[config.mk]
export PLATFORM = sky130hd
export DESIGN_NAME = prime_filter_trial_division_top_flat
export DESIGN_NICKNAME = d
export VERILOG_FILES = /design/src/rtl/pftd_pkg.sv /design/src/rtl/pftd_if.sv /design/src/rtl/prime_filter_trial_division_top.sv /design/src/rtl/pftd_rem.sv /design/src/flat_wrapper.sv
export SDC_FILE = /design/constraint.sdc
export NUM_CORES = 1
export LEC_CHECK = 0
export ABC_AREA = 1
export BUFFER_PORTS_ARGS = -buffer_cell sky130_fd_sc_hd__buf_2
export CAP_MARGIN = 20
export CORE_ASPECT_RATIO = 0.75
export CORE_MARGIN = 2
export CORE_UTILIZATION = 60
export DETAILED_ROUTE_END_ITERATION = 8
export GPL_ROUTABILITY_DRIVEN = 0
export PLACE_DENSITY = 0.88
export SLEW_MARGIN = 0
export SYNTH_ARGS = -nofsm -noshare
export SYNTH_HDL_FRONTEND = slang
export SYNTH_SLANG_ARGS = --single-unit
[constraint.sdc]
create_clock -name clk_i -period 2.68 [get_ports clk_i]
set_clock_uncertainty 0.15 [all_clocks]
set_input_delay 0.134 -clock clk_i [delete_from_list [all_inputs] [get_ports clk_i]]
set_output_delay 0.134 -clock clk_i [all_outputs]
set_load 0.01 [all_outputs]
[src/rtl/pftd_pkg.sv]
// package of the prime filter: field widths, defaults and shared types
`default_nettype none

package pftd_pkg;

  localparam int NUMBER_W        = 16;
  localparam int COUNT_W         = 7;
  localparam int COUNT_FIELD_MAX = 127;

  localparam int VALUE_BITS_DEF  = 16;
  localparam int MAX_LIST_DEF    = 64;

  typedef struct packed {
    logic done;
    logic zero;
  } rem_status_t;

endpackage

`default_nettype wire

[src/rtl/pftd_if.sv]
// stream interfaces of the prime filter: input and result channels
`default_nettype none

interface pftd_in_if;
  logic                             valid;
  logic                             ready;
  logic [pftd_pkg::NUMBER_W-1:0]    number;
  logic                             end_of_list;

  modport source (output valid, output number, output end_of_list, input ready);
  modport sink   (input valid, input number, input end_of_list, output ready);
endinterface

interface pftd_out_if;
  logic                             valid;
  logic                             ready;
  logic [pftd_pkg::NUMBER_W-1:0]    tested_value;
  logic                             is_prime;
  logic [pftd_pkg::COUNT_W-1:0]     primes_so_far;
  logic                             list_done;

  modport source (output valid, output tested_value, output is_prime,
                  output primes_so_far, output list_done, input ready);
  modport sink   (input valid, input tested_value, input is_prime,
                  input primes_so_far, input list_done, output ready);
endinterface

`default_nettype wire

[src/rtl/prime_filter_trial_division_top.sv]
// prime filter by trial division: top level with control and result register
//
// in_i carries one value (number) and an end_of_list flag per beat; out_o
// returns one beat per input: the value, is_prime, the running prime count
// of the current list and list_done.
// One item at a time: in_i.ready is high only while no item is in work.
// Values below 2 and even values go from ST_CHECK straight to ST_DONE;
// the next beat is taken once the control is back in ST_IDLE.
// Odd values try odd divisors 3, 5, 7, ... while d*d <= value; each divisor
// costs one pass of the bit-serial remainder unit.
// Worst case for 16-bit values is 127 divisors.
// The result waits in an output register; a new beat is taken while it
// waits, but a finished item holds until the receiver frees that register.
// The prime count saturates at min(MAX_LIST, 127) and clears after the
// beat that carries end_of_list.
// Reset clears the control state and the count; no result is pending.
`default_nettype none

module prime_filter_trial_division_top #(
  parameter int VALUE_BITS = pftd_pkg::VALUE_BITS_DEF,
  parameter int MAX_LIST   = pftd_pkg::MAX_LIST_DEF
) (
  input  wire logic  clk_i,
  input  wire logic  rst_ni,
  pftd_in_if.sink    in_i,
  pftd_out_if.source out_o
);

  localparam int NB  = (VALUE_BITS < pftd_pkg::NUMBER_W) ? VALUE_BITS : pftd_pkg::NUMBER_W;
  localparam int DW  = (NB + 1) / 2 + 2;
  localparam int SQW = NB + 2;
  localparam int CW  = pftd_pkg::COUNT_W;
  localparam logic [CW-1:0] LIMIT =
    CW'((MAX_LIST < pftd_pkg::COUNT_FIELD_MAX) ? MAX_LIST : pftd_pkg::COUNT_FIELD_MAX);

  localparam logic [1:0] ST_IDLE  = 2'd0;
  localparam logic [1:0] ST_CHECK = 2'd1;
  localparam logic [1:0] ST_DIV   = 2'd2;
  localparam logic [1:0] ST_DONE  = 2'd3;

  logic [1:0]     state_q, state_d;
  logic [NB-1:0]  n_q, n_d;
  logic           last_q, last_d;
  logic           prime_q, prime_d;
  logic [DW-1:0]  div_q, div_d;
  logic [SQW-1:0] sq_q, sq_d;
  logic [CW-1:0]  count_q, count_d;
  logic [CW-1:0]  count_new;
  logic           ov_q, ov_d;
  logic [pftd_pkg::NUMBER_W-1:0] tv_q, tv_d;
  logic           ip_q, ip_d;
  logic [CW-1:0]  psf_q, psf_d;
  logic           ld_q, ld_d;
  logic           rem_start;
  logic [SQW-1:0] n_ext;
  pftd_pkg::rem_status_t rem_st;

  pftd_rem #(
    .NB(NB),
    .DW(DW)
  ) u_rem (
    .clk_i      (clk_i),
    .rst_ni     (rst_ni),
    .start_i    (rem_start),
    .dividend_i (n_q),
    .divisor_i  (div_q),
    .status_o   (rem_st)
  );

  assign n_ext     = SQW'(n_q);
  assign count_new = (prime_q && (count_q < LIMIT)) ? count_q + CW'(1) : count_q;
  assign in_i.ready = (state_q == ST_IDLE);

  always_comb begin
    state_d   = state_q;
    n_d       = n_q;
    last_d    = last_q;
    prime_d   = prime_q;
    div_d     = div_q;
    sq_d      = sq_q;
    count_d   = count_q;
    ov_d      = ov_q;
    tv_d      = tv_q;
    ip_d      = ip_q;
    psf_d     = psf_q;
    ld_d      = ld_q;
    rem_start = 1'b0;
    if (out_o.ready) begin
      ov_d = 1'b0;
    end
    unique case (state_q)
      ST_IDLE: begin
        if (in_i.valid) begin
          n_d     = in_i.number[NB-1:0];
          last_d  = in_i.end_of_list;
          div_d   = DW'(3);
          sq_d    = SQW'(9);
          state_d = ST_CHECK;
        end
      end
      ST_CHECK: begin
        if (n_ext < SQW'(2)) begin
          prime_d = 1'b0;
          state_d = ST_DONE;
        end else if (n_ext == SQW'(2)) begin
          prime_d = 1'b1;
          state_d = ST_DONE;
        end else if (!n_q[0]) begin
          prime_d = 1'b0;
          state_d = ST_DONE;
        end else if (sq_q > n_ext) begin
          prime_d = 1'b1;
          state_d = ST_DONE;
        end else begin
          rem_start = 1'b1;
          state_d   = ST_DIV;
        end
      end
      ST_DIV: begin
        if (rem_st.done) begin
          if (rem_st.zero) begin
            prime_d = 1'b0;
            state_d = ST_DONE;
          end else begin
            // (d + 2)^2 = d^2 + 4d + 4
            sq_d    = sq_q + SQW'({div_q, 2'b00}) + SQW'(4);
            div_d   = div_q + DW'(2);
            state_d = ST_CHECK;
          end
        end
      end
      ST_DONE: begin
        if (!ov_q || out_o.ready) begin
          ov_d    = 1'b1;
          tv_d    = pftd_pkg::NUMBER_W'(n_q);
          ip_d    = prime_q;
          psf_d   = count_new;
          ld_d    = last_q;
          count_d = last_q ? '0 : count_new;
          state_d = ST_IDLE;
        end
      end
      default: begin
        state_d = ST_IDLE;
      end
    endcase
  end

  always_ff @(posedge clk_i or negedge rst_ni) begin
    if (!rst_ni) begin
      state_q <= ST_IDLE;
      count_q <= '0;
      ov_q    <= 1'b0;
    end else begin
      state_q <= state_d;
      count_q <= count_d;
      ov_q    <= ov_d;
    end
  end

  always_ff @(posedge clk_i) begin
    n_q     <= n_d;
    last_q  <= last_d;
    prime_q <= prime_d;
    div_q   <= div_d;
    sq_q    <= sq_d;
    tv_q    <= tv_d;
    ip_q    <= ip_d;
    psf_q   <= psf_d;
    ld_q    <= ld_d;
  end

  assign out_o.valid         = ov_q;
  assign out_o.tested_value  = tv_q;
  assign out_o.is_prime      = ip_q;
  assign out_o.primes_so_far = psf_q;
  assign out_o.list_done     = ld_q;

endmodule

`default_nettype wire

[src/rtl/pftd_rem.sv]
// bit-serial restoring remainder unit, one dividend bit per cycle
`default_nettype none

module pftd_rem #(
  parameter int NB = 16,
  parameter int DW = 10
) (
  input  wire logic                  clk_i,
  input  wire logic                  rst_ni,
  input  wire logic                  start_i,
  input  wire logic [NB-1:0]         dividend_i,
  input  wire logic [DW-1:0]         divisor_i,
  output pftd_pkg::rem_status_t      status_o
);

  localparam int CW = $clog2(NB + 1);

  logic          busy_q, busy_d;
  logic          done_q, done_d;
  logic [CW-1:0] cnt_q, cnt_d;
  logic [NB-1:0] sh_q, sh_d;
  logic [DW-1:0] rem_q, rem_d;
  logic [DW:0]   trial;

  assign trial = {rem_q, sh_q[NB-1]};

  always_comb begin
    busy_d = busy_q;
    done_d = 1'b0;
    cnt_d  = cnt_q;
    sh_d   = sh_q;
    rem_d  = rem_q;
    if (start_i) begin
      busy_d = 1'b1;
      cnt_d  = '0;
      sh_d   = dividend_i;
      rem_d  = '0;
    end else if (busy_q) begin
      sh_d = sh_q << 1;
      if (trial >= {1'b0, divisor_i}) begin
        rem_d = DW'(trial - {1'b0, divisor_i});
      end else begin
        rem_d = DW'(trial);
      end
      cnt_d = cnt_q + CW'(1);
      if (cnt_q == CW'(NB - 1)) begin
        busy_d = 1'b0;
        done_d = 1'b1;
      end
    end
  end

  always_ff @(posedge clk_i or negedge rst_ni) begin
    if (!rst_ni) begin
      busy_q <= 1'b0;
      done_q <= 1'b0;
      cnt_q  <= '0;
    end else begin
      busy_q <= busy_d;
      done_q <= done_d;
      cnt_q  <= cnt_d;
    end
  end

  always_ff @(posedge clk_i) begin
    sh_q  <= sh_d;
    rem_q <= rem_d;
  end

  assign status_o.done = done_q;
  assign status_o.zero = (rem_q == '0);

endmodule

`default_nettype wire

[src/flat_wrapper.sv]
// flat-port wrapper written by rule: the top's interface ports become plain ports
module prime_filter_trial_division_top_flat 
#(
  parameter int VALUE_BITS = pftd_pkg::VALUE_BITS_DEF,
  parameter int MAX_LIST   = pftd_pkg::MAX_LIST_DEF
)
  (clk_i, rst_ni, in_i_valid, in_i_number, in_i_end_of_list, in_i_ready, out_o_valid, out_o_tested_value, out_o_is_prime, out_o_primes_so_far, out_o_list_done, out_o_ready);
  pftd_in_if in_i_i ();
  pftd_out_if out_o_i ();
  input  wire logic clk_i;
  input  wire logic rst_ni;
  input wire logic [$bits(in_i_i.valid)-1:0] in_i_valid;
  input wire logic [$bits(in_i_i.number)-1:0] in_i_number;
  input wire logic [$bits(in_i_i.end_of_list)-1:0] in_i_end_of_list;
  output wire logic [$bits(in_i_i.ready)-1:0] in_i_ready;
  output wire logic [$bits(out_o_i.valid)-1:0] out_o_valid;
  output wire logic [$bits(out_o_i.tested_value)-1:0] out_o_tested_value;
  output wire logic [$bits(out_o_i.is_prime)-1:0] out_o_is_prime;
  output wire logic [$bits(out_o_i.primes_so_far)-1:0] out_o_primes_so_far;
  output wire logic [$bits(out_o_i.list_done)-1:0] out_o_list_done;
  input wire logic [$bits(out_o_i.ready)-1:0] out_o_ready;
  assign in_i_i.valid = in_i_valid;
  assign in_i_i.number = in_i_number;
  assign in_i_i.end_of_list = in_i_end_of_list;
  assign in_i_ready = in_i_i.ready;
  assign out_o_valid = out_o_i.valid;
  assign out_o_tested_value = out_o_i.tested_value;
  assign out_o_is_prime = out_o_i.is_prime;
  assign out_o_primes_so_far = out_o_i.primes_so_far;
  assign out_o_list_done = out_o_i.list_done;
  assign out_o_i.ready = out_o_ready;
  prime_filter_trial_division_top #(.VALUE_BITS(VALUE_BITS), .MAX_LIST(MAX_LIST)) u_core (.clk_i(clk_i), .rst_ni(rst_ni), .in_i(in_i_i), .out_o(out_o_i));
endmodule
==> results.tsv <==
stage	metric	value	unit
place	DP HPWL	9.701	mm
floorplan	die area	10880	um2
finish	Final #Nets	780	
global_routing	largest net degree at the start of global routing	28	
cts	clk slew on worst S/H paths	0.08	ns
worst_setup_path	CP Capture Type	register	
cts	clock root buffer	clkbuf_16	
worst_hold_path	Hold Startpoint	in_i_valid	
sta	final hold viol count	0	
synthesis	Post-synth EDFFs	83	
synthesis	sequential area share after synthesis	51.67	%
worst_setup_path	RR Startpoint	u_core.div_q[1]	
synthesis	post-synth top area share	41.30	%
synthesis	Post-Syn Area	6035	um2
global_routing	GRT Total Usage	26.13	%
finish	share of post-route cells with drive strength above 1	12.13	%
sta	Worst Hold Margin	0.07729	ns
worst_hold_path	HP Class	in -> reg	
finish	area grow syn2layout	14.24	%
worst_setup_path	Startpoint Class	register	
global_routing	GRT overflow	0	
synthesis	main area contributors after synthesis	edfxtp_1 (41%), ha_1 (9.3%), nand2_1 (8.3%)	
pwr	Gate power share	50.8	%
detailed_routing	vias per cell	5.721	
cts	H-tree Lvls	3	
synthesis	Synth area leader	edfxtp_1	
cts	clk sink count	110	
floorplan	IO Pins	48	
detailed_routing	routed len/inst	16.13	um
floorplan	Chip Height	90.85	um
sta	RSZ-0062 raised after global routing	no	
pwr	clock share of power	13.9	%
floorplan	Initial Util	61.98	%
pwr	Lkg Pwr	3.211	nW
synthesis	distinct cell type count after synthesis	48	
sta	worst-margin pin slew	0.9377	ns
worst_hold_path	WHS Endpoint	u_core.state_q[0]	
worst_setup_path	r2r setup slk	0.24	ns
synthesis	Mapped Nets	706	
synthesis	Yosys warning total	0	
synthesis	Post-synth ARST share	15.45	%
worst_setup_path	Worst R2R Path Depth	9	
worst_setup_path	reg2reg end	u_core.sq_q[15]	
cts	worst skew pair latency	0.36	ns
finish	ant diodes	0	
synthesis	Synth Flop Type	edfxtp_1	
detailed_routing	DRT iter0 DRCs	536	
pwr	Internal	5.123	mW
cts	post-cts repair resize count	0	
cts	clk buf depth	2	
sta	Final min period	2.443	ns
sta	Max Fclk	409.3	MHz
sta	Slew Limit Fails	0	
worst_setup_path	crit-path max FO	5	
synthesis	most common cell in the netlist	nand2_1	
detailed_routing	vias	4857	
cts	TritonCTS clock tree	yes	
pwr	sw frac	45.37	%
pwr	sw power	4.255	mW
global_routing	initial antenna violation count	0	
synthesis	Syn Area/Cell	9.459	um2
floorplan	overall die width	119.8	um
sta	setup TNS	0	ns
detailed_routing	First-pass DRT Iterations	5	
pwr	IR Drop Worst-Case VDD	0.7326	mV
synthesis	Yosys reg bits	110	
detailed_routing	DR DRC count	0	
floorplan	Rows	31	
worst_setup_path	Data required, critical path	2.65	ns
global_routing	global-route wire length before repair	22.27	mm
job	max-cap viol count	0	
worst_setup_path	Crit Path Class	reg -> reg	
global_routing	vias in the first global route	4745	
synthesis	top cells by count, synth	nand2_1 (134), inv_1 (85), edfxtp_1 (83)	
cts	Num CTS Buffers	9	
pwr	Reg power frac	35.2	%
outcome	outcome	finished, final reports clean	
synthesis	cell count after synthesis	638	
floorplan	Core Area	9736	um2
detailed_routing	final WL	13.70	mm
worst_hold_path	hold depth	4	
place	port buffer count	47	
sta	period utilization	91.16	%
sta	Setup-failing EPs final	0	
pwr	PD cells	1360	nW/um2
worst_setup_path	data arrival time of the worst path	2.41	ns
sta	Slew headroom	37.42	%
detailed_routing	Routed Antenna Nets	0	
## power groups by stage
stage | combinational [mW] | clock (mW) | sequential (mW)
2_1_floorplan | 3.53 | 0 | 3.20
3_3_place_gp | 4.33 | 0 | 3.26
3_5_place_dp | 4.61 | 0 | 3.30
4_1_cts | 4.69 | 1.31 | 3.28
5_1_grt | 5.36 | 1.37 | 3.36
6_report | 4.77 | 1.31 | 3.30
## worst max-delay path: stages, from the launching register on
cell,delay (ns)
edfxtp_1,0.47
ha_1,0.35
inv_1,0.07
fa_1,0.41
inv_1,0.11
nand3_1,0.13
a31oi_1,0.30
nand2_1,0.10
nand2_1,0.07
nor2_1,0.04
## kinds of logic (layout without fill, tap and decap cells)
kind of cell	Yosys count	in the layout	synth area share (%)
flip-flops	110	110	51.67
XOR/XNOR	11	11	1.597
AO/OA/AOI/OAI	95	95	8.874
buffers and inverters	98	177	6.738
adder cells (fa/ha/maj)	47	47	9.994
AND/OR/NAND/NOR	277	277	21.13
## per-stage QoR
| step | setup slack (ns) | std cells | util, % | power (mW) | area (um2) |
|---|---|---|---|---|---|
| 6_report | 0.2370 | 849 | 70.81 | 9.378 | 6894 |
| 4_1_cts | 0.2676 | 849 | 70.81 | 9.281 | 6894 |
| 3_5_place_dp | 0.2897 | 814 | 65.89 | 7.915 | 6415 |
| 2_1_floorplan | 0.2815 | 638 | - | 6.723 | 6035 |
| 3_3_place_gp | 0.3534 | 814 | 65.89 | 7.592 | 6415 |
| 5_1_grt | 0.08727 | 849 | 70.81 | 10.10 | 6894 |
## flip-flops by register name (all words and copies together), names as in the netlist
register / count
u_core.n_q: 16
u_core.out_o.tested_value: 16
u_core.u_rem.sh_q: 16
u_core.sq_q: 15
u_core.u_rem.rem_q: 10
u_core.div_q: 9
u_core.count_q: 7
u_core.out_o.primes_so_far: 7
u_core.u_rem.cnt_q: 5
u_core.state_q: 2
u_core.last_q: 1
u_core.out_o.is_prime: 1
u_core.out_o.list_done: 1
u_core.out_o.valid: 1
u_core.prime_q: 1
u_core.u_rem.busy_q: 1
u_core.u_rem.done_q: 1
## cell type report
class	count	area (um2)
Clock buffer	10	229.0
Clock inverter	6	60.06
Fill cell	662	2841
Inverter	87	326.6
Multi-Input combinational cell	430	2510
Sequential cell	110	3118
Tap cell	132	165.2
Timing Repair Buffer	74	485.5
## worst max path at each step
stage | start | end | slack [ns] | depth (start not counted)
2_1_floorplan | u_core.sq_q[13] | u_core.u_rem.sh_q[0] | 0.28 | 8
3_3_place_gp | u_core.div_q[1] | u_core.sq_q[11] | 0.35 | 11
6_report | u_core.div_q[1] | u_core.sq_q[15] | 0.24 | 9
3_5_place_dp | u_core.div_q[1] | u_core.sq_q[15] | 0.29 | 9
5_1_grt | u_core.sq_q[9] | u_core.sq_q[16] | 0.09 | 8
4_1_cts | u_core.div_q[1] | u_core.sq_q[15] | 0.27 | 9
## metal layers
metal	vias to the layer above	part of all wire, %	track usage [%]
met4	0	1.8	9.412
met1	2295	42	32.90
met5	-	0	0
met3	28	7.3	5.808
li1	2317	-	-
met2	217	49	44.43
## timing repair
item | in CTS | in global routing
buffers inserted | 0 | 0
hold buffers | 19 | 0
hold endpoints to repair | 35 | 0
## cells in the final DEF, fill, tap and decap left out, types with 8 or more instances in the layout
master,n
dlygate4sd3_1,19
xor2_1,9
dfxtp_1,10
buf_2,47
o21ai_0,19
inv_1,85
edfxtp_1,83
buf_4,8
ha_1,45
o21ai_1,17
nand3_1,50
dfrtp_1,17
clkbuf_16,9
a21oi_1,33
nand2_1,134
nor2_1,52
nand4_1,10
(Power assumes the default switching activity.)
